$ cat config.mk
export PLATFORM = sky130hd
export DESIGN_NAME = sorted_priority_queue_core_flat
export DESIGN_NICKNAME = d
export VERILOG_FILES = /design/src/spq_pkg.sv /design/src/spq_if.sv /design/src/spq_store.sv /design/src/spq_cmp.sv /design/src/spq_apb.sv /design/src/sorted_priority_queue_core.sv /design/src/flat_wrapper.sv
export SDC_FILE = /design/constraint.sdc
export NUM_CORES = 1
export LEC_CHECK = 0
export ABC_AREA = 0
export BUFFER_PORTS_ARGS = -buffer_cell sky130_fd_sc_hd__buf_2
export CORE_ASPECT_RATIO = 0.9
export CORE_UTILIZATION = 40
export CTS_BUF_LIST = sky130_fd_sc_hd__clkbuf_16
export DETAILED_ROUTE_END_ITERATION = 7
export SLEW_MARGIN = 0
export SYNTH_ARGS = -nofsm -noshare
export SYNTH_HDL_FRONTEND = slang
export SYNTH_SLANG_ARGS = --single-unit
$ cat constraint.sdc
create_clock -name i_clk -period 5.79 [get_ports i_clk]
set_input_delay 0.579 -clock i_clk [delete_from_list [all_inputs] [get_ports i_clk]]
set_output_delay 0.579 -clock i_clk [all_outputs]
set_load 0.02 [all_outputs]
$ cat src/spq_pkg.sv
`timescale 1ns / 1ps
// ----------------------------------------------------------------------------
// spq_pkg
// Shared constants and types of the sorted priority queue.
// ----------------------------------------------------------------------------
package spq_pkg;

    localparam int QUEUE_DEPTH = 16;
    localparam int MAX_RESULTS = 16;
    localparam int DATA_W      = 32;
    localparam int COUNT_W     = 5;
    localparam int PADDR_W     = 3;
    localparam int PDATA_W     = 32;

    typedef logic [1:0] t_status;

    localparam t_status ST_OK       = 2'd0;
    localparam t_status ST_FULL     = 2'd1;
    localparam t_status ST_EMPTY    = 2'd2;
    localparam t_status ST_BADCOUNT = 2'd3;

    localparam logic CMD_INSERT  = 1'b0;
    localparam logic CMD_EXTRACT = 1'b1;

    // register index of order_descending
    localparam logic REG_ORDER = 1'b0;

endpackage

$ cat src/spq_if.sv
`timescale 1ns / 1ps
// ----------------------------------------------------------------------------
// spq_in_if / spq_out_if
// Valid/ready channels carrying the command word and the result word.
// ----------------------------------------------------------------------------
interface spq_in_if;
    logic                                   valid;
    logic                                   ready;
    logic                                   command;
    logic signed [spq_pkg::DATA_W-1:0]      value;
    logic        [spq_pkg::COUNT_W-1:0]     count;

    modport source (output valid, command, value, count, input ready);
    modport sink   (input valid, command, value, count, output ready);
endinterface

interface spq_out_if;
    logic                                   valid;
    logic                                   ready;
    logic signed [spq_pkg::DATA_W-1:0]      value_res;
    spq_pkg::t_status                       status;
    logic                                   last;

    modport source (output valid, value_res, status, last, input ready);
    modport sink   (input valid, value_res, status, last, output ready);
endinterface

$ cat src/spq_store.sv
`timescale 1ns / 1ps
// ----------------------------------------------------------------------------
// spq_store
// Entry memory: one write port, one read port with registered read data.
// ----------------------------------------------------------------------------
module spq_store #(
    parameter int DEPTH = spq_pkg::QUEUE_DEPTH,
    parameter int AW    = 4
) (
    input  logic                              i_clk,
    input  logic                              i_we,
    input  logic [AW-1:0]                     i_waddr,
    input  logic signed [spq_pkg::DATA_W-1:0] i_wdata,
    input  logic                              i_re,
    input  logic [AW-1:0]                     i_raddr,
    output logic signed [spq_pkg::DATA_W-1:0] o_rdata
);

    logic signed [spq_pkg::DATA_W-1:0] r_mem [DEPTH];
    logic signed [spq_pkg::DATA_W-1:0] r_rdata;

    always_ff @(posedge i_clk) begin
        if (i_we) begin
            r_mem[i_waddr] <= i_wdata;
        end
        if (i_re) begin
            r_rdata <= r_mem[i_raddr];
        end
    end

    assign o_rdata = r_rdata;

endmodule

$ cat src/spq_cmp.sv
`timescale 1ns / 1ps
// ----------------------------------------------------------------------------
// spq_cmp
// Shared order compare: high when entry a must sit behind value b.
// ----------------------------------------------------------------------------
module spq_cmp (
    input  logic                              i_desc,
    input  logic signed [spq_pkg::DATA_W-1:0] i_a,
    input  logic signed [spq_pkg::DATA_W-1:0] i_b,
    output logic                              o_after
);

    assign o_after = i_desc ? (i_a < i_b) : (i_a > i_b);

endmodule

$ cat src/spq_apb.sv
`timescale 1ns / 1ps
// ----------------------------------------------------------------------------
// spq_apb
// Configuration register file behind an APB-style port.
// ----------------------------------------------------------------------------
module spq_apb (
    input  logic                               i_clk,
    input  logic                               i_rst_n,
    input  logic                               i_psel,
    input  logic                               i_penable,
    input  logic                               i_pwrite,
    input  logic [spq_pkg::PADDR_W-1:0]        i_paddr,
    input  logic [spq_pkg::PDATA_W-1:0]        i_pwdata,
    output logic [spq_pkg::PDATA_W-1:0]        o_prdata,
    output logic                               o_pready,
    output logic                               o_order_desc
);

    logic r_order;
    logic n_order;
    logic w_sel;

    assign w_sel = (i_paddr[spq_pkg::PADDR_W-1] == spq_pkg::REG_ORDER);

    always_comb begin
        n_order = r_order;
        if (i_psel && i_penable && i_pwrite && w_sel) begin
            n_order = i_pwdata[0];
        end
    end

    always_ff @(posedge i_clk) begin
        if (!i_rst_n) begin
            r_order <= 1'b0;
        end else begin
            r_order <= n_order;
        end
    end

    assign o_prdata     = w_sel ? {{(spq_pkg::PDATA_W-1){1'b0}}, r_order} : '0;
    assign o_pready     = 1'b1;
    assign o_order_desc = r_order;

endmodule

$ cat src/sorted_priority_queue_core.sv
`timescale 1ns / 1ps
// ----------------------------------------------------------------------------
// sorted_priority_queue_core
// Bounded sorted priority queue: insert in order, extract runs from the front.
//
// Channel  Dir  Handshake      Word
// i_in     in   valid/ready    command, value, count
// o_out    out  valid/ready    value_res, status, last
// apb      in   psel/penable   order_descending at byte address 0
//
// Insert: the sequencer reads, compares and shifts the entries behind the new
// value, then writes it (one compare and one memory move per cycle through the
// single compare unit). Full and bad-count answers go straight to the answer.
// Extract: each value passes a read state and an output state, set by the one
// registered memory read port, and a closing empty word has its own state.
// Answers leave through an output register; a stalled output holds the
// sequencer. Reset is synchronous and needs no clearing pass.
// ----------------------------------------------------------------------------
module sorted_priority_queue_core #(
    parameter int QUEUE_DEPTH = spq_pkg::QUEUE_DEPTH
) (
    input  logic                         i_clk,
    input  logic                         i_rst_n,
    spq_in_if.sink                       i_in,
    spq_out_if.source                    o_out,
    input  logic                         i_psel,
    input  logic                         i_penable,
    input  logic                         i_pwrite,
    input  logic [spq_pkg::PADDR_W-1:0]  i_paddr,
    input  logic [spq_pkg::PDATA_W-1:0]  i_pwdata,
    output logic [spq_pkg::PDATA_W-1:0]  o_prdata,
    output logic                         o_pready
);

    localparam int AW = (QUEUE_DEPTH > 1) ? $clog2(QUEUE_DEPTH) : 1;
    localparam int CW = $clog2(QUEUE_DEPTH + 1);
    localparam int DW = spq_pkg::DATA_W;
    localparam int KW = spq_pkg::COUNT_W;

    typedef enum logic [7:0] {
        S_IDLE  = 8'b0000_0001,
        S_RD    = 8'b0000_0010,
        S_CMP   = 8'b0000_0100,
        S_PUT   = 8'b0000_1000,
        S_ANS   = 8'b0001_0000,
        S_XRD   = 8'b0010_0000,
        S_XOUT  = 8'b0100_0000,
        S_EMPTY = 8'b1000_0000
    } t_state;

    // logical position -> memory address for a ring walked in either direction
    function automatic logic [AW-1:0] f_phys(input logic [AW-1:0] h, input logic dir,
                                             input logic [CW-1:0] i);
        logic [CW:0] hx;
        logic [CW:0] ix;
        logic [CW:0] r;
        hx = (CW+1)'(h);
        ix = {1'b0, i};
        if (!dir) begin
            r = hx + ix;
            if (r >= (CW+1)'(QUEUE_DEPTH)) begin
                r = r - (CW+1)'(QUEUE_DEPTH);
            end
        end else begin
            if (ix > hx) begin
                r = hx + (CW+1)'(QUEUE_DEPTH) - ix;
            end else begin
                r = hx - ix;
            end
        end
        return r[AW-1:0];
    endfunction

    t_state                r_state, n_state;
    logic [CW-1:0]         r_cnt, n_cnt;
    logic [AW-1:0]         r_head, n_head;
    logic                  r_dir, n_dir;
    logic                  r_sdesc, n_sdesc;
    logic [CW-1:0]         r_j, n_j;
    logic [KW-1:0]         r_rem, n_rem;
    logic signed [DW-1:0]  r_v, n_v;
    spq_pkg::t_status      r_status, n_status;
    logic                  r_ov, n_ov;
    logic signed [DW-1:0]  r_oval, n_oval;
    spq_pkg::t_status      r_ost, n_ost;
    logic                  r_olast, n_olast;

    logic                  w_order;
    logic                  w_accept;
    logic                  w_free;
    logic                  w_after;
    logic                  w_we;
    logic                  w_re;
    logic [CW-1:0]         w_wl;
    logic [CW-1:0]         w_rl;
    logic signed [DW-1:0]  w_wdata;
    logic signed [DW-1:0]  w_rdata;
    logic                  w_emit;
    logic signed [DW-1:0]  w_eval;
    spq_pkg::t_status      w_est;
    logic                  w_elast;

    spq_apb u_apb (
        .i_clk        (i_clk),
        .i_rst_n      (i_rst_n),
        .i_psel       (i_psel),
        .i_penable    (i_penable),
        .i_pwrite     (i_pwrite),
        .i_paddr      (i_paddr),
        .i_pwdata     (i_pwdata),
        .o_prdata     (o_prdata),
        .o_pready     (o_pready),
        .o_order_desc (w_order)
    );

    spq_store #(
        .DEPTH (QUEUE_DEPTH),
        .AW    (AW)
    ) u_store (
        .i_clk   (i_clk),
        .i_we    (w_we),
        .i_waddr (f_phys(r_head, r_dir, w_wl)),
        .i_wdata (w_wdata),
        .i_re    (w_re),
        .i_raddr (f_phys(r_head, r_dir, w_rl)),
        .o_rdata (w_rdata)
    );

    spq_cmp u_cmp (
        .i_desc  (r_sdesc),
        .i_a     (w_rdata),
        .i_b     (r_v),
        .o_after (w_after)
    );

    assign i_in.ready = (r_state == S_IDLE);
    assign w_accept   = i_in.valid && (r_state == S_IDLE);
    assign w_free     = !r_ov || o_out.ready;

    always_comb begin
        n_state  = r_state;
        n_cnt    = r_cnt;
        n_head   = r_head;
        n_dir    = r_dir;
        n_sdesc  = r_sdesc;
        n_j      = r_j;
        n_rem    = r_rem;
        n_v      = r_v;
        n_status = r_status;
        w_we     = 1'b0;
        w_re     = 1'b0;
        w_wl     = r_j;
        w_rl     = r_j - CW'(1);
        w_wdata  = r_v;
        w_emit   = 1'b0;
        w_eval   = '0;
        w_est    = spq_pkg::ST_OK;
        w_elast  = 1'b1;

        case (r_state)
            S_IDLE: begin
                if (w_accept) begin
                    n_v = i_in.value;
                    if (i_in.command == spq_pkg::CMD_INSERT) begin
                        if (r_cnt == CW'(QUEUE_DEPTH)) begin
                            n_status = spq_pkg::ST_FULL;
                            n_state  = S_ANS;
                        end else begin
                            // flip the walk direction to reverse the stored order
                            if (w_order != r_sdesc) begin
                                n_sdesc = w_order;
                                if (r_cnt != '0) begin
                                    n_head = f_phys(r_head, r_dir, r_cnt - CW'(1));
                                    n_dir  = !r_dir;
                                end
                            end
                            n_j      = r_cnt;
                            n_status = spq_pkg::ST_OK;
                            n_state  = S_RD;
                        end
                    end else begin
                        if (i_in.count == '0) begin
                            n_status = spq_pkg::ST_BADCOUNT;
                            n_state  = S_ANS;
                        end else begin
                            n_rem = (i_in.count > KW'(spq_pkg::MAX_RESULTS)) ?
                                    KW'(spq_pkg::MAX_RESULTS) : i_in.count;
                            n_state = (r_cnt == '0) ? S_EMPTY : S_XRD;
                        end
                    end
                end
            end
            S_RD: begin
                if (r_j == '0) begin
                    w_we    = 1'b1;
                    w_wl    = '0;
                    n_cnt   = r_cnt + CW'(1);
                    n_state = S_ANS;
                end else begin
                    w_re    = 1'b1;
                    w_rl    = r_j - CW'(1);
                    n_state = S_CMP;
                end
            end
            S_CMP: begin
                w_rl = r_j - CW'(2);
                w_re = (r_j >= CW'(2));
                w_we = 1'b1;
                w_wl = r_j;
                if (w_after) begin
                    w_wdata = w_rdata;
                    n_j     = r_j - CW'(1);
                    if (r_j == CW'(1)) begin
                        n_state = S_PUT;
                    end
                end else begin
                    n_cnt   = r_cnt + CW'(1);
                    n_state = S_ANS;
                end
            end
            S_PUT: begin
                w_we    = 1'b1;
                w_wl    = '0;
                n_cnt   = r_cnt + CW'(1);
                n_state = S_ANS;
            end
            S_ANS: begin
                if (w_free) begin
                    w_emit  = 1'b1;
                    w_est   = r_status;
                    n_state = S_IDLE;
                end
            end
            S_XRD: begin
                w_re    = 1'b1;
                w_rl    = '0;
                n_state = S_XOUT;
            end
            S_XOUT: begin
                if (w_free) begin
                    w_emit  = 1'b1;
                    w_eval  = w_rdata;
                    w_elast = (r_rem == KW'(1));
                    n_head  = f_phys(r_head, r_dir, CW'(1));
                    n_cnt   = r_cnt - CW'(1);
                    n_rem   = r_rem - KW'(1);
                    if (r_rem == KW'(1)) begin
                        n_state = S_IDLE;
                    end else if (r_cnt == CW'(1)) begin
                        n_state = S_EMPTY;
                    end else begin
                        n_state = S_XRD;
                    end
                end
            end
            S_EMPTY: begin
                if (w_free) begin
                    w_emit  = 1'b1;
                    w_est   = spq_pkg::ST_EMPTY;
                    n_state = S_IDLE;
                end
            end
            default: begin
                n_state = S_IDLE;
            end
        endcase
    end

    always_comb begin
        n_ov    = r_ov;
        n_oval  = r_oval;
        n_ost   = r_ost;
        n_olast = r_olast;
        if (w_emit) begin
            n_ov    = 1'b1;
            n_oval  = w_eval;
            n_ost   = w_est;
            n_olast = w_elast;
        end else if (o_out.ready) begin
            n_ov = 1'b0;
        end
    end

    always_ff @(posedge i_clk) begin
        if (!i_rst_n) begin
            r_state <= S_IDLE;
            r_cnt   <= '0;
            r_head  <= '0;
            r_dir   <= 1'b0;
            r_sdesc <= 1'b0;
            r_ov    <= 1'b0;
        end else begin
            r_state <= n_state;
            r_cnt   <= n_cnt;
            r_head  <= n_head;
            r_dir   <= n_dir;
            r_sdesc <= n_sdesc;
            r_ov    <= n_ov;
        end
    end

    always_ff @(posedge i_clk) begin
        r_j      <= n_j;
        r_rem    <= n_rem;
        r_v      <= n_v;
        r_status <= n_status;
        r_oval   <= n_oval;
        r_ost    <= n_ost;
        r_olast  <= n_olast;
    end

    assign o_out.valid     = r_ov;
    assign o_out.value_res = r_oval;
    assign o_out.status    = r_ost;
    assign o_out.last      = r_olast;

endmodule

$ cat src/flat_wrapper.sv
// flat-port wrapper written by rule: the top's interface ports become plain ports
module sorted_priority_queue_core_flat 
#(
    parameter int QUEUE_DEPTH = spq_pkg::QUEUE_DEPTH
)
  (i_clk, i_rst_n, i_psel, i_penable, i_pwrite, i_paddr, i_pwdata, o_prdata, o_pready, i_in_valid, i_in_command, i_in_value, i_in_count, i_in_ready, o_out_valid, o_out_value_res, o_out_status, o_out_last, o_out_ready);
  spq_in_if i_in_i ();
  spq_out_if o_out_i ();
  input  logic i_clk;
  input  logic i_rst_n;
  input  logic i_psel;
  input  logic i_penable;
  input  logic i_pwrite;
  input  logic [spq_pkg::PADDR_W-1:0] i_paddr;
  input  logic [spq_pkg::PDATA_W-1:0] i_pwdata;
  output logic [spq_pkg::PDATA_W-1:0] o_prdata;
  output logic o_pready;
  input wire logic [$bits(i_in_i.valid)-1:0] i_in_valid;
  input wire logic [$bits(i_in_i.command)-1:0] i_in_command;
  input wire logic [$bits(i_in_i.value)-1:0] i_in_value;
  input wire logic [$bits(i_in_i.count)-1:0] i_in_count;
  output wire logic [$bits(i_in_i.ready)-1:0] i_in_ready;
  output wire logic [$bits(o_out_i.valid)-1:0] o_out_valid;
  output wire logic [$bits(o_out_i.value_res)-1:0] o_out_value_res;
  output wire logic [$bits(o_out_i.status)-1:0] o_out_status;
  output wire logic [$bits(o_out_i.last)-1:0] o_out_last;
  input wire logic [$bits(o_out_i.ready)-1:0] o_out_ready;
  assign i_in_i.valid = i_in_valid;
  assign i_in_i.command = i_in_command;
  assign i_in_i.value = i_in_value;
  assign i_in_i.count = i_in_count;
  assign i_in_ready = i_in_i.ready;
  assign o_out_valid = o_out_i.valid;
  assign o_out_value_res = o_out_i.value_res;
  assign o_out_status = o_out_i.status;
  assign o_out_last = o_out_i.last;
  assign o_out_i.ready = o_out_ready;
  sorted_priority_queue_core #(.QUEUE_DEPTH(QUEUE_DEPTH)) u_core (.i_clk(i_clk), .i_rst_n(i_rst_n), .i_in(i_in_i), .o_out(o_out_i), .i_psel(i_psel), .i_penable(i_penable), .i_pwrite(i_pwrite), .i_paddr(i_paddr), .i_pwdata(i_pwdata), .o_prdata(o_prdata), .o_pready(o_pready));
endmodule
==> metrics.md, run 1 <==
| Metric | Value |
|---|---|
| Status | `finished, final reports clean` |
| CTS sink cnt | `644` |
| RSZ-0062 raised after global routing | `no` |
| Die Area | `0.0689 sq mm` |
| Netlist cell types | `69` |
| Worst EP arrival | `5400 ps` |
| Hold-fix buffers, CTS | `0` |
| Dpl hpwl | `35.5 mm` |
| Gpl congestion | `0.770` |
| Fin. Hold Viols | `0` |
| LEAKAGE | `10.6 nW` |
| Total GRT Usage | `17.6%` |
| Place WS | `666 ps` |
| Clk slew on worst S/H paths | `60 ps` |
| Final setup vio count | `0` |
| Antenna violations before repair | `3` |
| Commonest non-fill, non-tap cell in the layout | `edfxtp_1` |
| Wirelength per Cell | `23.2 microns` |
| Share of layout cells above drive strength 1 | `26.2%` |
| Vias | `13926` |
| Worst Tran Pin Value | `1040 ps` |
| Largest net degree at the start of global routing | `65` |
| Pins Over Slew Limit | `0` |
| Post-DRT Antenna Nets | `0` |
| Max-cap violation count | `0` |
| CP Buf/Inv Count | `4` |
| IO Port Bufs | `84` |
| Pwr dens | `490 mW/mm^2` |
| DRT Pass-1 Iters | `7` |
| Hold Crit Depth | `1` |
| Cell Area, Synth | `0.0271 sq mm` |
| Non-Filler Instances | `2581` |
| Root Driver | `clkbuf_16` |
| Dominant synthesized flop cell | `edfxtp_1` |
| Vias in the first global route | `14323` |
| Number of fillers in the final layout | `5632` |
| Worst slew margin | `30.7%` |
| Power consumption | `15.2 mW` |
| Worst R2R Setup Slack | `700 ps` |
| Post-Synthesis Cells | `1532` |
| CP max stage cell | `nor2_4` |
| EDFF count, synth | `623` |
| WP depth | `19` |
| Crit path capture type | `flip-flop` |
| N_diodes | `0` |
| Hold Path Class | `in2reg` |
| Core region area | `0.0670 sq mm` |
| Post-CTS sizing | `0` |
| Layout Skew | `21.2 ps` |
| Post-Place Cells | `2459` |
| Global-route wire length before repair | `90.7 mm` |
| Tcrit/Tclk final | `88.0%` |
| Crit Path Class | `reg2reg` |
| Vias/cell | `5.40` |
| Cell family with most CP delay | `simple AND/OR/NAND/NOR gates` |
| TNS Setup | `0 ps` |
| Final WL | `59.9 mm` |
| CTS tree | `yes` |
| Initial Utilization | `40.5%` |
| Crit path time final | `5090 ps` |
| Req. time, crit path | `6090 ps` |
| Async set-reset flop share out of synthesis | `0%` |
| Final worst setup slack | `696 ps` |
| Num CTS Buffers | `68` |
| Syn-to-layout area delta | `14.2%` |
| Area of the multi-input gates | `0.00746 sq mm` |
| Largest area contributor in the netlist | `edfxtp_1` |
| H-tree depth | `3` |
| Worst Reg-to-Reg Cells | `19` |
| Die height | `249 microns` |
| GRT overflow | `0` |
| DRC violations left | `0` |
| Initial DRC Count | `1118` |
| Std cell rows | `90` |
| Syn_area_per_cell | `17.7 sq um` |
| Seq. cell area | `0.0191 sq mm` |
| Sequential fraction of the synthesis area | `70.5%` |
| Worst skew pair latency | `610 ps` |
| Max Fclk | `196 MHz` |
| Post-synthesis register bit count | `644` |
| VDD IR max | `390 uV` |
| CP max stage delay | `510 ps` |
| I/O pin cnt | `150` |
| Most frequent cells in the layout | `edfxtp_1 (623), mux4_2 (128), nand2_1 (124), buf_2 (84)` |
| Clock tree buffer depth | `3` |
| Startpoint types | `flip-flop` |
| Post-CTS setup repair buffer count | `0` |
| Die width | `276 microns` |
| Synth warn | `0` |
| Ranking of synthesized cells by area | `edfxtp_1 (69%), mux4_2 (11%), ha_1 (2.6%), nand2_1 (1.7%), dfxtp_1 (1.6%)` |
| Yosys top cell area share | `69.0%` |
| Final core utilization | `46.2%` |
| Final nets | `1794` |
| Worst-path cell chain | `inv_1 > ha_1 > or4b_1 > nor3b_1 > o21ai_1 > nand2_1 > ha_1 > inv_1 > o21ai_0 > inv_1 > ha_1 > a21o_1 > a21oi_1 > xnor2_1 > xnor2_1 > xor2_1 > nand2_1 > nor2_4 > buf_12` |
| Crit path max fanout | `22` |
[synthesized netlist by cell type (28+ instances only)]
master    instances
buf_4            35
inv_1            54
a31oi_1          35
edfxtp_1        623
mux2_2           30
a211oi_2         28
mux4_2          128
nor2_1           40
and2_1           34
ha_1             56
and3_1           33
clkbuf_1         40
a21oi_1          30
nand2_1         124
[worst register-to-register path, cell delays in order, from the launching register on]
cell and delay, ps:
edfxtp_1 500, inv_1 180, ha_1 170, or4b_1 450, nor3b_1 190, o21ai_1 220, nand2_1 220, ha_1 150
inv_1 40, o21ai_0 290, inv_1 90, ha_1 290, a21o_1 160, a21oi_1 170, xnor2_1 100, xnor2_1 270
xor2_1 230, nand2_1 270, nor2_4 510, buf_12 270
[registers in the layout (all words and copies together), names as in the netlist]
signal and count:
u_core.r_status 2, u_core.r_state 8, u_core.u_apb.o_order_desc 1, u_core.r_rem 5, u_core.r_sdesc 1, u_core.o_out.status 2
u_core.u_store.r_mem 512, u_core.r_j 5, u_core.r_dir 1, u_core.o_out.valid 1, u_core.o_out.last 1, u_core.o_out.value_res 32
u_core.u_store.o_rdata 32, u_core.r_cnt 5, u_core.r_head 4, u_core.r_v 32
[metal layers]
| layer | wire length (microns) | GRT usage, % |
|---|---|---|
| met2 | 28200 | 27.9 |
| met5 | 0 | 0 |
| met1 | 27100 | 25.2 |
| met4 | 1290 | 4.80 |
| met3 | 3280 | 3.01 |
[report_power, final]
group | internal [mW] | total, mW | switching [mW]
sequential | 5.77 | 5.90 | 0.130
combinational | 1.96 | 5.07 | 3.11
clock | 2.39 | 4.20 | 1.80
[final cells by class]
| class | instances | share of cell area, % |
|---|---|---|
| sequential | 644 | 61.8 |
| multi-input combinational | 759 | 24.1 |
| clock buffer | 70 | 5.66 |
| tap | 874 | 3.53 |
| timing repair buffer | 128 | 3.03 |
| clock inverter | 52 | 1.27 |
| inverter | 54 | 0.655 |
[final timing paths]
check,endpoint,start
setup / recovery,u_core.u_store.r_mem[7][22],u_core.r_j[0]
setup reg to reg,u_core.u_store.r_mem[7][22],u_core.r_j[0]
hold reg to reg,u_core.r_head[0],u_core.r_head[0]
hold / removal,u_core.r_v[27],i_in_value[27]
[kinds of logic after synthesis]
| family | synth area share (%) |
|---|---|
| simple gates | 5.82 |
| fa+ha+maj | 2.80 |
| other cells | 0.0277 |
| buf+inv | 3.05 |
| mux | 12.4 |
| flops | 70.5 |
| xor+xnor | 1.02 |
| compound gates | 4.34 |
[stage by stage]
stage / hold slack [ps] / cell area (sq um)
after floorplan: 472 / 27200
after global placement: 483 / 28800
after detailed placement: 491 / 28800
after CTS: 106 / 31000
after global routing: 112 / 31000
final: 137 / 31000
Power figures use the tool's default switching activity.
==> inputs of run 2 (changes only) <==
--- a/config.mk
+++ b/config.mk
@@ -14,4 +14,5 @@
 export SLEW_MARGIN = 0
 export SYNTH_ARGS = -nofsm -noshare
 export SYNTH_HDL_FRONTEND = slang
+export SYNTH_HIERARCHICAL = 1
 export SYNTH_SLANG_ARGS = --single-unit
==> run 2 against run 1 <==
  * The run now ends with design-rule violations left
  * Utilization grew 0.37 points
  * Final cell count shrank 2.3%
  * Area after synthesis down 1.3%
  * Synthesized cell count fell by 3.7%
  * Critical path type unchanged
  * Flip-flop and latch count stayed put
  * Count of clock-buffer cells in the layout rose by 2
  * Non-clock buffer count rose by 5
  * Largest power group unchanged
  * Sequential share of layout area is 0.62 points higher
  * Die area shrank 1.3%
  * Via count is 0.52% lower
==> metrics.md, run 2 <==
| Metric | Value |
|---|---|
| Status | `finished with violations` |
| Failing checks | `design-rule violations` |
| Tcrit/Tclk final | `90.6%` |
| Final worst setup slack | `544 ps` |
| Final core utilization | `46.6%` |
| Reg with most FFs | `u_core/u_store/r_mem` |
| Synth top cells by count | `edfxtp_1 (623), mux4_2 (128), nand2_1 (85)` |
| Max Fclk | `191 MHz` |
| Max reg flops | `512` |
| Syn_area_per_cell | `18.1 sq um` |
| Largest area contributor in the netlist | `edfxtp_1` |
| IO Port Bufs | `84` |
| DRT Pass-1 Iters | `7` |
| Async set-reset flop share out of synthesis | `0%` |
| Req. time, crit path | `6030 ps` |
| Switching fraction of total power | `28.7%` |
| Worst slew margin | `21.9%` |
| Hold WS | `145 ps` |
| Final WL | `62.7 mm` |
| Pwr dens | `408 mW/mm^2` |
| Vias in the first global route | `14048` |
| Vias/cell | `5.49` |
| Synth warn | `6` |
| Num CTS Buffers | `69` |
| Worst EP arrival | `5490 ps` |
| Cell Area, Synth | `0.0268 sq mm` |
| Share of power burned in registers | `45.0%` |
| Dominant synthesized flop cell | `edfxtp_1` |
| Layout Skew | `29.0 ps` |
| Die width | `275 microns` |
| Largest net degree at the start of global routing | `64` |
| EDFF count, synth | `623` |
| Commonest non-fill, non-tap cell in the layout | `edfxtp_1` |
| Hold-fix buffers, CTS | `0` |
| Initial Utilization | `40.7%` |
| Post-CTS sizing | `0` |
| Internal power | `8.92 mW` |
| Max-cap violation count | `0` |
| Initial DRC Count | `1387` |
| Clk slew on worst S/H paths | `60 ps` |
| Design area | `0.0307 sq mm` |
| Most frequent cells in the layout | `edfxtp_1 (623), mux4_2 (128), nand2_1 (85), buf_2 (84)` |
| Crit path max fanout | `22` |
| Vias | `13853` |
| DRC violations left | `28` |
| CTS sink cnt | `644` |
| Post-Synthesis Cells | `1476` |
| Std cell rows | `89` |
| Non-Filler Instances | `2522` |
| Placed Area | `0.0285 sq mm` |
| RSZ-0062 raised after global routing | `no` |
| Pins Over Slew Limit | `0` |
| Crit Path Class | `reg2reg` |
| Worst Tran Pin Value | `1170 ps` |
| Place WS | `563 ps` |
| Syn-to-layout area delta | `14.5%` |
| Die Area | `0.0680 sq mm` |
| Yosys top cell area share | `69.9%` |
| Power consumption | `12.5 mW` |
| VDD IR max | `258 uV` |
| Final setup vio count | `0` |
| Netlist cell types | `77` |
| Die height | `247 microns` |
| NetSw | `3.59 mW` |
| Ranking of synthesized cells by area | `edfxtp_1 (70%), mux4_2 (11%), ha_1 (2.6%), a22oi_1 (1.8%), dfxtp_1 (1.6%)` |
| Core region area | `0.0658 sq mm` |
| Post-DRT Antenna Nets | `0` |
| Antenna violations before repair | `1` |
| Gpl congestion | `0.808` |
| TNS Setup | `0 ps` |
| H-tree depth | `3` |
| Root Driver | `clkbuf_16` |
| I/O pin cnt | `150` |
| Sequential fraction of the synthesis area | `71.5%` |
| Global-route wire length before repair | `92.2 mm` |
| Final nets | `1746` |
| Clock tree buffer depth | `3` |
| Startpoint types | `flip-flop` |
| Share of layout cells above drive strength 1 | `26.4%` |
| Fin. Hold Viols | `0` |
| Wirelength per Cell | `24.9 microns` |
| Dpl hpwl | `35.9 mm` |
| Crit path time final | `5250 ps` |
| Worst skew pair latency | `610 ps` |
| Post-Place Cells | `2400` |
| Combinational share of power | `21.9%` |
| GRT overflow | `0` |
| Post-synthesis register bit count | `644` |
| Post-CTS setup repair buffer count | `0` |
| Crit path capture type | `flip-flop` |
| LEAKAGE | `10.6 nW` |
| Hold Path Class | `in2reg` |
| Most common cell in the netlist | `edfxtp_1` |
| CTS tree | `yes` |
| Total GRT Usage | `18.8%` |
| Clk pwr share | `33.1%` |
run 2: changes by cell type in the layout (fill, tap and decap cells not counted), sizes merged, moves of 6 or more:
| cell | delta |
|---|---|
| a22oi | +65 |
| clkinv | +6 |
| and2 | -26 |
| mux2i | -6 |
| a31oi | -31 |
| a21oi | -7 |
| nand2 | -38 |
| a211oi | -33 |
run 2: worst paths after layout:
kind / slack (ps) / to / start / cells past startpoint
setup / recovery: 540 / u_core/u_store/r_mem[3][21] / u_core/r_j[0] / 20
hold / removal: 150 / u_core/r_v[23] / i_in_value[23] / 1
setup reg to reg: 540 / u_core/u_store/r_mem[3][21] / u_core/r_j[0] / 20
hold reg to reg: 530 / u_core/u_apb/o_order_desc / u_core/u_apb/o_order_desc / 2
run 2: worst max-delay path, cell delays in order (launching register included):
cell and delay, ps:
edfxtp_1 500, inv_1 180, ha_1 160, or4b_1 520
nor3b_1 240, o21ai_1 190, and2_1 250, inv_1 60
ha_1 210, nor2b_1 120, o21bai_1 210, inv_1 70
ha_1 220, a21o_1 160, a21oi_1 170, xnor2_1 150
xnor2_1 160, xnor2_1 150, or3b_2 600, nor2_4 130
buf_4 450
run 2: cells by family after synthesis:
family	count (synthesis)	synth area share [%]
DFF	644	71.5
and+or+nand+nor	249	5.10
muxes	166	12.3
buffers and inverters	164	3.00
AOI/OAI and AO/OA	163	4.27
adders and majority gates	59	2.84
xor gates and xnor gates	29	0.949
other	2	0.0281
run 2: cell type report:
| type | count | area, sq um |
|---|---|---|
| Clock buffer | 72 | 1800 |
| Antenna cell | 1 | 2.50 |
| Timing Repair Buffer | 133 | 951 |
| Clock inverter | 49 | 323 |
| Fill cell | 5543 | 35200 |
| Multi-Input combinational cell | 698 | 7130 |
| Inverter | 61 | 239 |
| Tap cell | 864 | 1080 |
| Sequential cell | 644 | 19100 |
run 2: layer usage:
layer  routed length [microns]  global-route usage [%]  share of wire, %
met1                     28600                    26.6                46
met3                      3670                    3.69               5.8
met4                      1200                    4.69               1.9
met5                         0                       0                 0
met2                     29200                    29.7                47
run 2: power by group through the flow:
stage               logic [mW]  registers [mW]  clock network, mW
finish                    2.74            5.63               4.14
global route              2.96            5.65               4.41
CTS                       2.77            5.63               4.24
detailed placement        2.76            5.73                  0
global placement          2.70            5.73                  0
floorplan                 1.86            5.68                  0
